===== config.mk =====
export PLATFORM = sky130hd
export DESIGN_NAME = gell_mann_density_matrix_rebuild_unit
export DESIGN_NICKNAME = d
export VERILOG_FILES = /design/src/rtl/core/gmdm_pkg.sv /design/src/rtl/core/gmdm_ram.sv /design/src/rtl/core/gmdm_datapath.sv /design/src/rtl/core/gmdm_ctrl.sv /design/src/rtl/core/gell_mann_density_matrix_rebuild_unit.sv
export SDC_FILE = /design/constraint.sdc
export NUM_CORES = 2
export LEC_CHECK = 0
export BUFFER_PORTS_ARGS = -buffer_cell sky130_fd_sc_hd__buf_2
export CORE_ASPECT_RATIO = 0.8
export CORE_MARGIN = 2
export CORE_UTILIZATION = 35
export DETAILED_ROUTE_END_ITERATION = 10
export PLACE_DENSITY = 0.55
export SYNTH_ARGS = -nofsm -noshare
export SYNTH_HDL_FRONTEND = slang
export SYNTH_HIERARCHICAL = 1
export SYNTH_SLANG_ARGS = --single-unit

===== constraint.sdc =====
create_clock -name clk_i -period 22.4 [get_ports clk_i]
set_clock_uncertainty 0.15 [all_clocks]
set_input_delay 6.72 -clock clk_i [delete_from_list [all_inputs] [get_ports clk_i]]
set_output_delay 6.72 -clock clk_i [all_outputs]
set_load 0.01 [all_outputs]

===== src/rtl/core/gmdm_pkg.sv =====
package gmdm_pkg;

  localparam int WEIGHT_BITS = 24;
  localparam int IDX_W       = 3;
  localparam int DIM_W       = 4;

  localparam logic [WEIGHT_BITS-1:0] W_PAIR = 24'd11863283;

  typedef struct packed {
    logic             wr_en;
    logic             acc_init;
    logic             diag;
    logic             issue;
    logic             neg;
    logic             to_im;
    logic             off_diag;
    logic             scaled;
    logic [IDX_W-1:0] g;
    logic             out_load;
    logic [IDX_W-1:0] row;
    logic [IDX_W-1:0] col;
    logic             final_e;
  } gmdm_cmd_t;

  // floor(2^24 / sqrt((g+1)(g+2))), optionally times (g+1)
  function automatic logic [WEIGHT_BITS-1:0] gmdm_weight(input logic [IDX_W-1:0] g,
                                                          input logic scaled);
    logic [WEIGHT_BITS-1:0] w;
    w = '0;
    case (g)
      3'd0: w = scaled ? 24'd11863283 : 24'd11863283;
      3'd1: w = scaled ? 24'd13698538 : 24'd6849269;
      3'd2: w = scaled ? 24'd14529495 : 24'd4843165;
      3'd3: w = scaled ? 24'd15005996 : 24'd3751499;
      3'd4: w = scaled ? 24'd15315430 : 24'd3063086;
      3'd5: w = scaled ? 24'd15532680 : 24'd2588780;
      3'd6: w = scaled ? 24'd15693643 : 24'd2241949;
      default: w = '0;
    endcase
    return w;
  endfunction

endpackage


===== src/rtl/core/gmdm_ram.sv =====
module gmdm_ram #(
  parameter int WIDTH = 24,
  parameter int DEPTH = 63
) (
  input  logic                     clk_i,
  input  logic                     we_i,
  input  logic [$clog2(DEPTH)-1:0] waddr_i,
  input  logic [WIDTH-1:0]         wdata_i,
  input  logic [$clog2(DEPTH)-1:0] raddr_i,
  output logic [WIDTH-1:0]         rdata_o
);

  logic [WIDTH-1:0] mem_q [DEPTH];
  logic [WIDTH-1:0] rdata_q;

  always_ff @(posedge clk_i) begin
    if (we_i) begin
      mem_q[waddr_i] <= wdata_i;
    end
    rdata_q <= mem_q[raddr_i];
  end

  assign rdata_o = rdata_q;

endmodule


===== src/rtl/core/gmdm_datapath.sv =====
module gmdm_datapath import gmdm_pkg::*; #(
  parameter int MAX_DIM     = 8,
  parameter int VALUE_WIDTH = 24
) (
  input  logic                                   clk_i,
  input  logic                                   rst_ni,
  input  logic [DIM_W-1:0]                       dim_i,
  input  gmdm_cmd_t                              cmd_i,
  input  logic [$clog2(MAX_DIM*MAX_DIM-1)-1:0]   wr_addr_i,
  input  logic [$clog2(MAX_DIM*MAX_DIM-1)-1:0]   rd_addr_i,
  input  logic [VALUE_WIDTH-1:0]                 coefficient_i,
  output logic [2:0]                             row_o,
  output logic [2:0]                             col_o,
  output logic [VALUE_WIDTH-1:0]                 real_part_o,
  output logic [VALUE_WIDTH-1:0]                 imag_part_o,
  output logic                                   final_entry_o
);

  localparam int STORE_DEPTH = MAX_DIM * MAX_DIM - 1;
  localparam int PROD_W      = VALUE_WIDTH + WEIGHT_BITS + 1;
  localparam int ACC_W       = VALUE_WIDTH + WEIGHT_BITS + 3;
  localparam int QW          = ACC_W - WEIGHT_BITS;
  localparam logic [ACC_W-1:0] RND = ACC_W'(1) << (WEIGHT_BITS - 1);

  logic [VALUE_WIDTH-1:0]   ram_rdata;
  logic [ACC_W-1:0]         base_tab [2:MAX_DIM];
  logic [ACC_W-1:0]         base_val;
  logic [WEIGHT_BITS-1:0]   weight_sel;

  logic                     s1_valid_q, s2_valid_q;
  logic                     s1_neg_q, s1_im_q, s2_neg_q, s2_im_q;
  logic [WEIGHT_BITS-1:0]   s1_w_q;
  logic signed [PROD_W-1:0] prod_d, prod_q;
  logic [ACC_W-1:0]         term;
  logic [ACC_W-1:0]         acc_re_q, acc_im_q;

  logic [2:0]               row_q, col_q;
  logic [VALUE_WIDTH-1:0]   re_q, im_q;
  logic                     final_q;

  gmdm_ram #(
    .WIDTH (VALUE_WIDTH),
    .DEPTH (STORE_DEPTH)
  ) u_store (
    .clk_i   (clk_i),
    .we_i    (cmd_i.wr_en),
    .waddr_i (wr_addr_i),
    .wdata_i (coefficient_i),
    .raddr_i (rd_addr_i),
    .rdata_o (ram_rdata)
  );

  // 1/D at accumulator scale, rounded
  for (genvar gd = 2; gd <= MAX_DIM; gd++) begin : g_base
    localparam logic [63:0] BV =
      ((64'd1 << (VALUE_WIDTH - 2 + WEIGHT_BITS)) + 64'(gd / 2)) / 64'(gd);
    assign base_tab[gd] = BV[ACC_W-1:0];
  end

  always_comb begin
    base_val = '0;
    for (int k = 2; k <= MAX_DIM; k++) begin
      if (dim_i == DIM_W'(k)) begin
        base_val = base_tab[k];
      end
    end
  end

  assign weight_sel = cmd_i.off_diag ? W_PAIR : gmdm_weight(cmd_i.g, cmd_i.scaled);
  assign prod_d     = $signed(ram_rdata) * $signed({1'b0, s1_w_q});
  assign term       = {{(ACC_W - PROD_W){prod_q[PROD_W-1]}}, prod_q};

  always_ff @(posedge clk_i or negedge rst_ni) begin
    if (!rst_ni) begin
      s1_valid_q <= 1'b0;
      s2_valid_q <= 1'b0;
    end else begin
      s1_valid_q <= cmd_i.issue;
      s2_valid_q <= s1_valid_q;
    end
  end

  always_ff @(posedge clk_i) begin
    s1_neg_q <= cmd_i.neg;
    s1_im_q  <= cmd_i.to_im;
    s1_w_q   <= weight_sel;
    s2_neg_q <= s1_neg_q;
    s2_im_q  <= s1_im_q;
    prod_q   <= prod_d;
    if (cmd_i.acc_init) begin
      acc_re_q <= cmd_i.diag ? base_val : '0;
      acc_im_q <= '0;
    end else if (s2_valid_q) begin
      if (s2_im_q) begin
        acc_im_q <= s2_neg_q ? acc_im_q - term : acc_im_q + term;
      end else begin
        acc_re_q <= s2_neg_q ? acc_re_q - term : acc_re_q + term;
      end
    end
  end

  // round half up, drop weight fraction, saturate
  function automatic logic [VALUE_WIDTH-1:0] to_value(input logic [ACC_W-1:0] acc);
    logic [ACC_W-1:0]       t;
    logic [QW-1:0]          q;
    logic [VALUE_WIDTH-1:0] r;
    t = acc + RND;
    q = t[ACC_W-1:WEIGHT_BITS];
    if (q[QW-1:VALUE_WIDTH-1] == '0 || q[QW-1:VALUE_WIDTH-1] == '1) begin
      r = q[VALUE_WIDTH-1:0];
    end else if (q[QW-1]) begin
      r = {1'b1, {(VALUE_WIDTH-1){1'b0}}};
    end else begin
      r = {1'b0, {(VALUE_WIDTH-1){1'b1}}};
    end
    return r;
  endfunction

  always_ff @(posedge clk_i) begin
    if (cmd_i.out_load) begin
      row_q   <= cmd_i.row;
      col_q   <= cmd_i.col;
      re_q    <= to_value(acc_re_q);
      im_q    <= to_value(acc_im_q);
      final_q <= cmd_i.final_e;
    end
  end

  assign row_o         = row_q;
  assign col_o         = col_q;
  assign real_part_o   = re_q;
  assign imag_part_o   = im_q;
  assign final_entry_o = final_q;

endmodule


===== src/rtl/core/gmdm_ctrl.sv =====
module gmdm_ctrl import gmdm_pkg::*; #(
  parameter int MAX_DIM = 8
) (
  input  logic                                 clk_i,
  input  logic                                 rst_ni,
  input  logic [DIM_W-1:0]                     dim_i,
  input  logic                                 in_valid_i,
  output logic                                 in_stall_o,
  output logic                                 out_valid_o,
  input  logic                                 out_stall_i,
  output gmdm_cmd_t                            cmd_o,
  output logic [$clog2(MAX_DIM*MAX_DIM-1)-1:0] wr_addr_o,
  output logic [$clog2(MAX_DIM*MAX_DIM-1)-1:0] rd_addr_o
);

  localparam int AW    = $clog2(MAX_DIM * MAX_DIM - 1);
  localparam int CNT_W = $clog2(MAX_DIM * MAX_DIM);

  localparam logic [2:0] ST_LOAD  = 3'd0;
  localparam logic [2:0] ST_INIT  = 3'd1;
  localparam logic [2:0] ST_ISSUE = 3'd2;
  localparam logic [2:0] ST_DRAIN = 3'd3;
  localparam logic [2:0] ST_ROUND = 3'd4;

  logic [2:0]       state_q, state_d;
  logic [CNT_W-1:0] count_q, count_d;
  logic [IDX_W-1:0] i_q, i_d, j_q, j_d, g_q, g_d;
  logic             tc_q, tc_d, drain_q, drain_d;
  logic             out_valid_q, out_valid_d;

  logic [7:0]       total;
  logic [CNT_W:0]   count_inc;
  logic [IDX_W-1:0] dm1, dm2, lo, hi;
  logic             diag, scaled, last_entry, out_free;
  logic [6:0]       pair7, addr7;

  assign total     = {4'b0, dim_i} * {4'b0, dim_i} - 8'd1;
  assign count_inc = {1'b0, count_q} + (CNT_W + 1)'(1);
  assign dm1       = IDX_W'(dim_i - DIM_W'(1));
  assign dm2       = IDX_W'(dim_i - DIM_W'(2));
  assign diag      = (i_q == j_q);
  assign lo        = (i_q < j_q) ? i_q : j_q;
  assign hi        = (i_q < j_q) ? j_q : i_q;
  assign scaled    = diag && (i_q != '0) && ((g_q + IDX_W'(1)) == i_q);
  assign last_entry = (i_q == dm1) && (j_q == dm1);
  assign out_free  = !out_valid_q || !out_stall_i;

  // upper-triangle pair number of (lo,hi)
  assign pair7 = 7'(lo) * 7'(dim_i) - ((7'(lo) * (7'(lo) + 7'd1)) >> 1)
                 + 7'(hi) - 7'(lo) - 7'd1;
  assign addr7 = diag ? 7'(dim_i) * (7'(dim_i) - 7'd1) + 7'(g_q)
                      : {pair7[5:0], tc_q};

  assign rd_addr_o   = addr7[AW-1:0];
  assign wr_addr_o   = count_q[AW-1:0];
  assign in_stall_o  = (state_q != ST_LOAD);
  assign out_valid_o = out_valid_q;

  always_comb begin
    state_d     = state_q;
    count_d     = count_q;
    i_d         = i_q;
    j_d         = j_q;
    g_d         = g_q;
    tc_d        = tc_q;
    drain_d     = drain_q;
    out_valid_d = out_valid_q;
    if (out_valid_q && !out_stall_i) begin
      out_valid_d = 1'b0;
    end

    cmd_o          = '0;
    cmd_o.diag     = diag;
    cmd_o.off_diag = !diag;
    cmd_o.scaled   = scaled;
    cmd_o.g        = g_q;
    cmd_o.to_im    = !diag && tc_q;
    cmd_o.neg      = diag ? scaled : (tc_q && (i_q > j_q));
    cmd_o.row      = i_q;
    cmd_o.col      = j_q;
    cmd_o.final_e  = last_entry;

    unique case (state_q)
      ST_LOAD: begin
        if (in_valid_i) begin
          cmd_o.wr_en = 1'b1;
          if (8'(count_inc) >= total) begin
            count_d = '0;
            i_d     = '0;
            j_d     = '0;
            state_d = ST_INIT;
          end else begin
            count_d = count_inc[CNT_W-1:0];
          end
        end
      end
      ST_INIT: begin
        cmd_o.acc_init = 1'b1;
        tc_d           = 1'b0;
        g_d            = (i_q == '0) ? '0 : i_q - IDX_W'(1);
        state_d        = ST_ISSUE;
      end
      ST_ISSUE: begin
        cmd_o.issue = 1'b1;
        if (diag) begin
          if (g_q == dm2) begin
            drain_d = 1'b0;
            state_d = ST_DRAIN;
          end else begin
            g_d = g_q + IDX_W'(1);
          end
        end else if (tc_q) begin
          drain_d = 1'b0;
          state_d = ST_DRAIN;
        end else begin
          tc_d = 1'b1;
        end
      end
      ST_DRAIN: begin
        drain_d = 1'b1;
        if (drain_q) begin
          state_d = ST_ROUND;
        end
      end
      ST_ROUND: begin
        if (out_free) begin
          cmd_o.out_load = 1'b1;
          out_valid_d    = 1'b1;
          if (last_entry) begin
            state_d = ST_LOAD;
          end else begin
            state_d = ST_INIT;
            if (j_q == dm1) begin
              j_d = '0;
              i_d = i_q + IDX_W'(1);
            end else begin
              j_d = j_q + IDX_W'(1);
            end
          end
        end
      end
      default: state_d = ST_LOAD;
    endcase
  end

  always_ff @(posedge clk_i or negedge rst_ni) begin
    if (!rst_ni) begin
      state_q     <= ST_LOAD;
      count_q     <= '0;
      i_q         <= '0;
      j_q         <= '0;
      g_q         <= '0;
      tc_q        <= 1'b0;
      drain_q     <= 1'b0;
      out_valid_q <= 1'b0;
    end else begin
      state_q     <= state_d;
      count_q     <= count_d;
      i_q         <= i_d;
      j_q         <= j_d;
      g_q         <= g_d;
      tc_q        <= tc_d;
      drain_q     <= drain_d;
      out_valid_q <= out_valid_d;
    end
  end

endmodule


===== src/rtl/core/gell_mann_density_matrix_rebuild_unit.sv =====
// Rebuilds a D x D density matrix from D*D-1 generalized Gell-Mann coefficients.
// Input channel (in_valid_i / in_stall_o): one signed coefficient per item,
// taken one per cycle while the block is loading. The item that completes a
// set (count reaches D*D-1) starts the rebuild; the input is stalled until
// the last matrix entry has been placed in the output register.
// Output channel (out_valid_o / out_stall_i): D*D entries in row-major order,
// final_entry_o set on entry (D-1,D-1). An entry is held while stalled; the
// next entry is computed meanwhile and waits for the output register.
// Each entry is formed by a single multiplier fed from one store read port:
// off-diagonal entries issue a real and an imaginary product, diagonal entry i
// one product per generator index from i-1 (0 for row 0) up to D-2.
// cfg_we_i / cfg_wdata_i write D; values below 2 act as 2 and values above
// MAX_DIM act as MAX_DIM. Write only while idle.
// Reset: D returns to 2, the load count to 0, and no output is pending.
// Store contents are not cleared; a load after reset or a finished set starts at entry 0.
module gell_mann_density_matrix_rebuild_unit import gmdm_pkg::*; #(
  parameter int MAX_DIM     = 8,
  parameter int VALUE_WIDTH = 24
) (
  input  logic                   clk_i,
  input  logic                   rst_ni,
  input  logic                   cfg_we_i,
  input  logic [DIM_W-1:0]       cfg_wdata_i,
  input  logic                   in_valid_i,
  output logic                   in_stall_o,
  input  logic [VALUE_WIDTH-1:0] coefficient_i,
  output logic                   out_valid_o,
  input  logic                   out_stall_i,
  output logic [2:0]             row_o,
  output logic [2:0]             col_o,
  output logic [VALUE_WIDTH-1:0] real_part_o,
  output logic [VALUE_WIDTH-1:0] imag_part_o,
  output logic                   final_entry_o
);

  localparam int AW = $clog2(MAX_DIM * MAX_DIM - 1);

  logic [DIM_W-1:0] dim_q, dim_eff;
  gmdm_cmd_t        cmd;
  logic [AW-1:0]    wr_addr, rd_addr;

  always_ff @(posedge clk_i or negedge rst_ni) begin
    if (!rst_ni) begin
      dim_q <= DIM_W'(2);
    end else if (cfg_we_i) begin
      dim_q <= cfg_wdata_i;
    end
  end

  assign dim_eff = (dim_q < DIM_W'(2))       ? DIM_W'(2)       :
                   (dim_q > DIM_W'(MAX_DIM)) ? DIM_W'(MAX_DIM) : dim_q;

  gmdm_ctrl #(
    .MAX_DIM (MAX_DIM)
  ) u_ctrl (
    .clk_i       (clk_i),
    .rst_ni      (rst_ni),
    .dim_i       (dim_eff),
    .in_valid_i  (in_valid_i),
    .in_stall_o  (in_stall_o),
    .out_valid_o (out_valid_o),
    .out_stall_i (out_stall_i),
    .cmd_o       (cmd),
    .wr_addr_o   (wr_addr),
    .rd_addr_o   (rd_addr)
  );

  gmdm_datapath #(
    .MAX_DIM     (MAX_DIM),
    .VALUE_WIDTH (VALUE_WIDTH)
  ) u_datapath (
    .clk_i         (clk_i),
    .rst_ni        (rst_ni),
    .dim_i         (dim_eff),
    .cmd_i         (cmd),
    .wr_addr_i     (wr_addr),
    .rd_addr_i     (rd_addr),
    .coefficient_i (coefficient_i),
    .row_o         (row_o),
    .col_o         (col_o),
    .real_part_o   (real_part_o),
    .imag_part_o   (imag_part_o),
    .final_entry_o (final_entry_o)
  );

endmodule


# Word level (Yosys, flattened, before mapping)

Memories as Yosys holds them, arrays and structs flattened. A register that Yosys moved wholly into a read port is not among the register bits.
Cells that the tools add are included.

Register bits after elaboration: 261
Bits in writable memories: 1512
Bits of input ports: 33
Output and inout port bits: 57
Word-level logic and storage cells: 195
Memories: 1

Memories:

| memory                   | words | width | rd ports | clocked after memory_dff | wr ports | RTL line       | source |
|---|---|---|---|---|---|---|---|
| u_datapath.u_store.mem_q | 63    | 24    | 1        | 1                        | 1        | gmdm_ram.sv:13 | `logic [WIDTH-1:0] mem_q [DEPTH];` |

$add $sub $neg: 21
Multiply operators: 5
Order comparisons: 5
Equal/unequal tests: 36
Muxes and demuxes: 71
Reduce and logical (&&, ||, !) cells: 32

Operators by type and width:

| cell                                                              | count |
|---|---|
| 51-bit 2-to-1 mux                                                 | 12 |
| 24-bit 2-to-1 mux                                                 | 10 |
| 24-bit case mux with 7 select lines                               | 1 |
| 51-bit by 24-bit adder with 51-bit output (second input constant) | 2 |
| 51-bit adder                                                      | 2 |
| 51-bit subtractor                                                 | 2 |
| 3-bit 2-to-1 mux                                                  | 20 |
| 24-bit by 25-bit multiplier with 49-bit output                    | 1 |
| 46-bit 2-to-1 mux                                                 | 1 |
| 3-bit case mux with 2 select lines                                | 3 |
| 1-bit 2-to-1 mux                                                  | 17 |
| 4-bit by 3-bit == test with 1-bit output (second input constant)  | 4 |
| 3-bit == test                                                     | 5 |
| 3-bit case mux with 5 select lines                                | 1 |
| 3-bit by 2-bit == test with 1-bit output (second input constant)  | 4 |
| 3-bit == test (second input constant)                             | 4 |
| 4-bit == test (second input constant)                             | 3 |
| 6-bit 2-to-1 mux                                                  | 2 |
| 6-bit AND reduction                                               | 2 |
| 2-bit by 1-bit != test with 1-bit output (second input constant)  | 5 |
| 2-bit != test (second input constant)                             | 5 |
| 3-bit by 1-bit adder with 3-bit output (second input constant)    | 3 |
| 3-bit zero test                                                   | 3 |
| 4-bit by 2-bit == test with 1-bit output (second input constant)  | 2 |
| other kinds (34)                                                  | 56 |

# Depth between registers and ports, before layout

Word-level depth: 13
Mapped depth: 33
Depth with buffers taken out: 30

# Hierarchy

Netlist, hierarchy kept.

By module, submodules not included:

| module                                | times used | cells each | area an instance (sq um) | seq. area each (sq um) |
|---|---|---|---|---|
| gmdm_ram                              | 1          | 2698       | 58686.3                  | 45884.0 |
| gmdm_datapath                         | 1          | 3950       | 34705.8                  | 5795.6 |
| gmdm_ctrl                             | 1          | 397        | 3420.8                   | 525.5 |
| gell_mann_density_matrix_rebuild_unit | 1          | 15         | 173.9                    | 101.3 |

# Least setup slack after synthesis

Ideal clock, no wire load.

Path type: in2reg
Start: input out_stall_i
End: register u_datapath.col_q[0], in the netlist u_datapath/col_o[0], enable pin
Setup time: 0.486 ns
Arrival: 9.347 ns
Data required time: 21.764 ns
Slack: 12.417 ns
Stages: 1
Path buffers: 0
Cell sequence: a21oi_1

Longest elaborated chain between the ends: 4

RTL lines:

| element              | RTL line                                    | source |
|---|---|---|
| start, declared      | gell_mann_density_matrix_rebuild_unit.sv:28 | `input logic out_stall_i,` |
| 1-bit zero test      | gmdm_ctrl.sv:46                             | `assign out_free = !out_valid_q \|\| !out_stall_i;` |
| 1-bit logical OR     | gmdm_ctrl.sv:46                             |  |
| 1-bit 2-to-1 mux     | gmdm_ctrl.sv:126                            | `if (out_free) begin` |
| 1-bit 2-to-1 mux     | gmdm_ctrl.sv:83                             | `unique case (state_q)` |
| end signal, assigned | gmdm_datapath.sv:122                        | `col_q <= cmd_i.col;` |
| end, declared        | gmdm_datapath.sv:37                         | `logic [2:0] row_q, col_q;` |

Every way passes these cells.
A chain may end at the register's enable or synchronous reset.

# Worst setup path after layout

Start: register u_ctrl.i_q[2]
End: register u_datapath.u_store.rdata_q[3], in the netlist u_datapath/u_store/rdata_o[3] (read register of u_datapath.u_store.mem_q)

Longest elaborated chain between the ends: 9
Elaborated cells between the ends (all ways): 12
Classes of those cells: 5 x add/sub; 2 x mul; 1 x order compare; 1 x eq/ne; 3 x mux

RTL lines:

| element                                     | RTL line                                    | source |
|---|---|---|
| start, declared                             | gmdm_ctrl.sv:27                             | `logic [IDX_W-1:0] i_q, i_d, j_q, j_d, g_q, g_d;` |
| start signal, assigned                      | gmdm_ctrl.sv:159                            | `i_q <= i_d;` |
| 3-bit < comparator                          | gmdm_ctrl.sv:42, gmdm_ctrl.sv:43            |  |
| 3-bit 2-to-1 mux                            | gmdm_ctrl.sv:42                             | `assign lo = (i_q < j_q) ? i_q : j_q;` |
| 3-bit by 1-bit adder with 4-bit output      | gmdm_ctrl.sv:49                             | `assign pair7 = 7'(lo) * 7'(dim_i) - ((7'(lo) * (7'(lo) + 7'd1)) >> 1)` |
| 3-bit by 7-bit multiplier with 6-bit output | gmdm_ctrl.sv:49                             |  |
| 5-bit subtractor                            | gmdm_ctrl.sv:49                             |  |
| 5-bit by 3-bit adder with 5-bit output      | gmdm_ctrl.sv:50                             | `+ 7'(hi) - 7'(lo) - 7'd1;` |
| 5-bit by 3-bit subtractor with 5-bit output | gmdm_ctrl.sv:50                             |  |
| 5-bit by 1-bit subtractor with 5-bit output | gmdm_ctrl.sv:50                             |  |
| 6-bit 2-to-1 mux *                          | gmdm_ctrl.sv:51                             | `assign addr7 = diag ? 7'(dim_i) * (7'(dim_i) - 7'd1) + 7'(g_q)` |
| via rd_addr[3]                              | gell_mann_density_matrix_rebuild_unit.sv:40 | `logic [AW-1:0] wr_addr, rd_addr;` |
| end, declared                               | gmdm_ram.sv:14                              | `logic [WIDTH-1:0] rdata_q;` |

Mark *: on every way through the listed nets, which the timed path passes. The rest lies on a longest branch.

==> run summary <==
most frequent cells in the layout -> edfxtp_1, inv_1, nand2_1, fa_1, ha_1
Detailed Place HPWL -> 186 mm
Mapped Area -> 97,000 um2
post-cts hold buffer count -> 0
Final Cycle Share -> 43.2%
routed len/inst -> 25.1 um
RSZ-0062 raised after global routing -> false
Die Ht -> 475 um
Post-Synth Simple-Gate Area -> 8.00%
FP Rows -> 172
root buf cell -> clkbuf_16
CP max FO -> 69
Required @ worst endpoint -> 23,040 ps
Final Wtd Congestion -> 0.919
sequential area share after synthesis -> 53.9%
critical path arrival -> 10,320 ps
IO buf count -> 89
Initial Util -> 35.3%
commonest non-fill, non-tap cell in the layout -> edfxtp_1
critical path type -> register to register
critical path's slowest cell -> mux2i_1
Synth Area in Compound Gates -> 7.05%
clock-pin slew on the worst setup and hold paths -> 70 ps
startpoint types -> register
post-synthesis adder-cell area fraction -> 15.1%
Worst-Margin Slew -> 1280 ps
layout cell share with drive strength beyond 1 -> 13.8%
final hold violations -> 0
Area Growth Syn to Fin -> 11.1%
Max Used Layer -> met5
Non-Filler Instances -> 10,900
total routed wirelength -> 275 mm
Slew HR -> 14.1%
multi-input logic area -> 40,900 um2
largest family of logic cells by synthesized area -> adder cells
Post-synth EDFFs -> 1,618
die area -> 281,000 um2
Buf+Inv Stages, Crit Path -> 8
vias in the first global route -> 58,200
Setup TNS -> 0 ps
CTS max path bufs -> 4
total number of vias -> 59,100
htree depth -> 4
ys async rst share -> 1.50%
ys flop type -> edfxtp_1
crit end category -> register
core area -> 275,000 um2
met2 wire length -> 123 mm
Max Clk Rate -> 0.103 GHz
Max stage delay on crit path -> 770 ps
postcts setup bufs -> 0
clk_lat worst skew -> 840 ps
met1 WL -> 125 mm
initial antenna violation count -> 13
Vias/cell -> 5.40
Reg area -> 52,300 um2
final-report max-slew violation count -> 0
final antenna-violating net count -> 0
CTS tree -> done
Met3 Routed Length -> 20.6 mm
Avg Cell Area, Syn -> 13.7 um2
mux contribution to synthesized area -> 9.26%
die width -> 593 um
Yosys warnings -> 6
Mapped Cells -> 7,060
Final min period -> 9690 ps
Yosys reg bits -> 1,797
Post-Syn Nets -> 7,958
DRC errors left -> 0
placed insts -> 10,600
status -> complete, no violations
CTS Buf Count -> 182
post-cts sizing count -> 0
Max-Cap Viols -> 0
critical path's most frequent cell -> inv_1
GRT Util Overall -> 19.3%
CP top delay family -> adder cells
largest net degree at the start of global routing -> 122
min-delay worst type -> register to register
1st-iter DRT viols -> 6,345
number of fill cells -> 25,600
XOR/XNOR Fraction of Synth Area -> 2.48%
final setup violation count -> 0
Total Nets Final -> 8,038
I/O pin count -> 90
post-synthesis cell type count -> 108
first-pass GRT wire length -> 402 mm
GR Overflow Total -> 0
drt first pass iters -> 8
total clock sinks -> 1,797
[Yosys cell counts, drive strengths merged, types with 17 or more instances]
| master | count | share of area (%) |
|---|---|---|
| a2111oi | 22 | 0.22 |
| nor2 | 273 | 1.1 |
| nand3 | 78 | 0.40 |
| nand2b | 48 | 0.31 |
| mux2 | 29 | 0.34 |
| and2 | 312 | 2.0 |
| edfxtp | 1618 | 50 |
| o21ai | 232 | 1.2 |
| dfxtp | 152 | 3.1 |
| or3 | 17 | 0.11 |
| a21oi | 300 | 1.6 |
| clkbuf | 228 | 0.88 |
| inv | 636 | 2.5 |
| a211o | 21 | 0.19 |
| mux2i | 150 | 1.6 |
| o21bai | 31 | 0.24 |
| fa | 503 | 10 |
| nand2 | 588 | 2.3 |
| mux4 | 317 | 7.4 |
| dfrtp | 26 | 0.67 |
| o31ai | 17 | 0.13 |
| xor2 | 93 | 0.84 |
| or2 | 17 | 0.11 |
| a22oi | 32 | 0.25 |
| nor2b | 75 | 0.48 |
| and3 | 31 | 0.21 |
| a21o | 93 | 0.72 |
| nand4 | 34 | 0.22 |
| nor3 | 51 | 0.30 |
| a211oi | 50 | 0.40 |
| ha | 362 | 4.7 |
| o22ai | 32 | 0.21 |
| o221ai | 24 | 0.22 |
| xnor2 | 182 | 1.6 |
| buf | 131 | 0.87 |
| a31oi | 31 | 0.21 |
[stage by stage]
step	area, um2	util, %	hold WS, ps	setup slack, ps
3_3_place_gp	102000	37.1	165	12490
6_report	108000	39.2	177	12710
2_1_floorplan	97000	-	160	12420
4_1_cts	108000	39.2	174	12740
3_5_place_dp	102000	37.1	163	12460
5_1_grt	108000	39.2	190	12140
[cell families after synthesis]
logic type	Yosys count
multiplexers	496
AND/OR/NAND/NOR	1582
XOR/XNOR	275
AO/OA/AOI/OAI	1047
buffers and inverters	998
flip-flops	1797
adder cells (fa/ha/maj)	865
[worst paths after layout]
path | startpoint | endpoint | slack, ps | cells after the start
max in group asynchronous | rst_ni | u_datapath/s2_valid_q | 15520 | 1
min in group asynchronous | rst_ni | u_ctrl/wr_addr_o[0] | 5900 | 1
worst min-delay path | u_datapath/s1_im_q | u_datapath/s2_im_q | 180 | 0
worst min register to register | u_datapath/s1_im_q | u_datapath/s2_im_q | 180 | 0
worst max-delay path | u_ctrl/i_q[2] | u_datapath/u_store/rdata_o[3] | 12710 | 27
worst max register to register | u_ctrl/i_q[2] | u_datapath/u_store/rdata_o[3] | 12710 | 27
[sequential cells by signal, summed over array words and instances, names as in the netlist, 3 cells and up]
name	flops
dim_q	4
u_ctrl/g_q	3
u_ctrl/i_q	3
u_ctrl/j_q	3
u_ctrl/state_q	3
u_ctrl/wr_addr_o	6
u_datapath/acc_im_q	51
u_datapath/acc_re_q	51
u_datapath/col_o	3
u_datapath/imag_part_o	24
u_datapath/prod_q	49
u_datapath/real_part_o	24
u_datapath/row_o	3
u_datapath/s1_w_q	24
u_datapath/u_store/mem_q	1512
u_datapath/u_store/rdata_o	24
[area by class of cell]
cell class | instances | share of cell area [%]
sequential | 1797 | 48.5
clock inverter | 98 | 1.01
tap | 3654 | 4.24
clock buffer | 224 | 4.39
multi-input combinational | 4265 | 37.9
inverter | 639 | 2.23
antenna | 6 | 0.0139
timing repair buffer | 255 | 1.65
[per-layer routing]
layer | GRT usage (%) | vias to the layer above
met5 | 0 | -
met4 | 4.49 | 2
met3 | 2.86 | 339
met2 | 29.7 | 2354
met1 | 28.8 | 30700
li1 | - | 25700
Power is left out: the tool's default activity adds up to more than one toggle a clock period on the data nets, which glitch-free logic cannot reach.
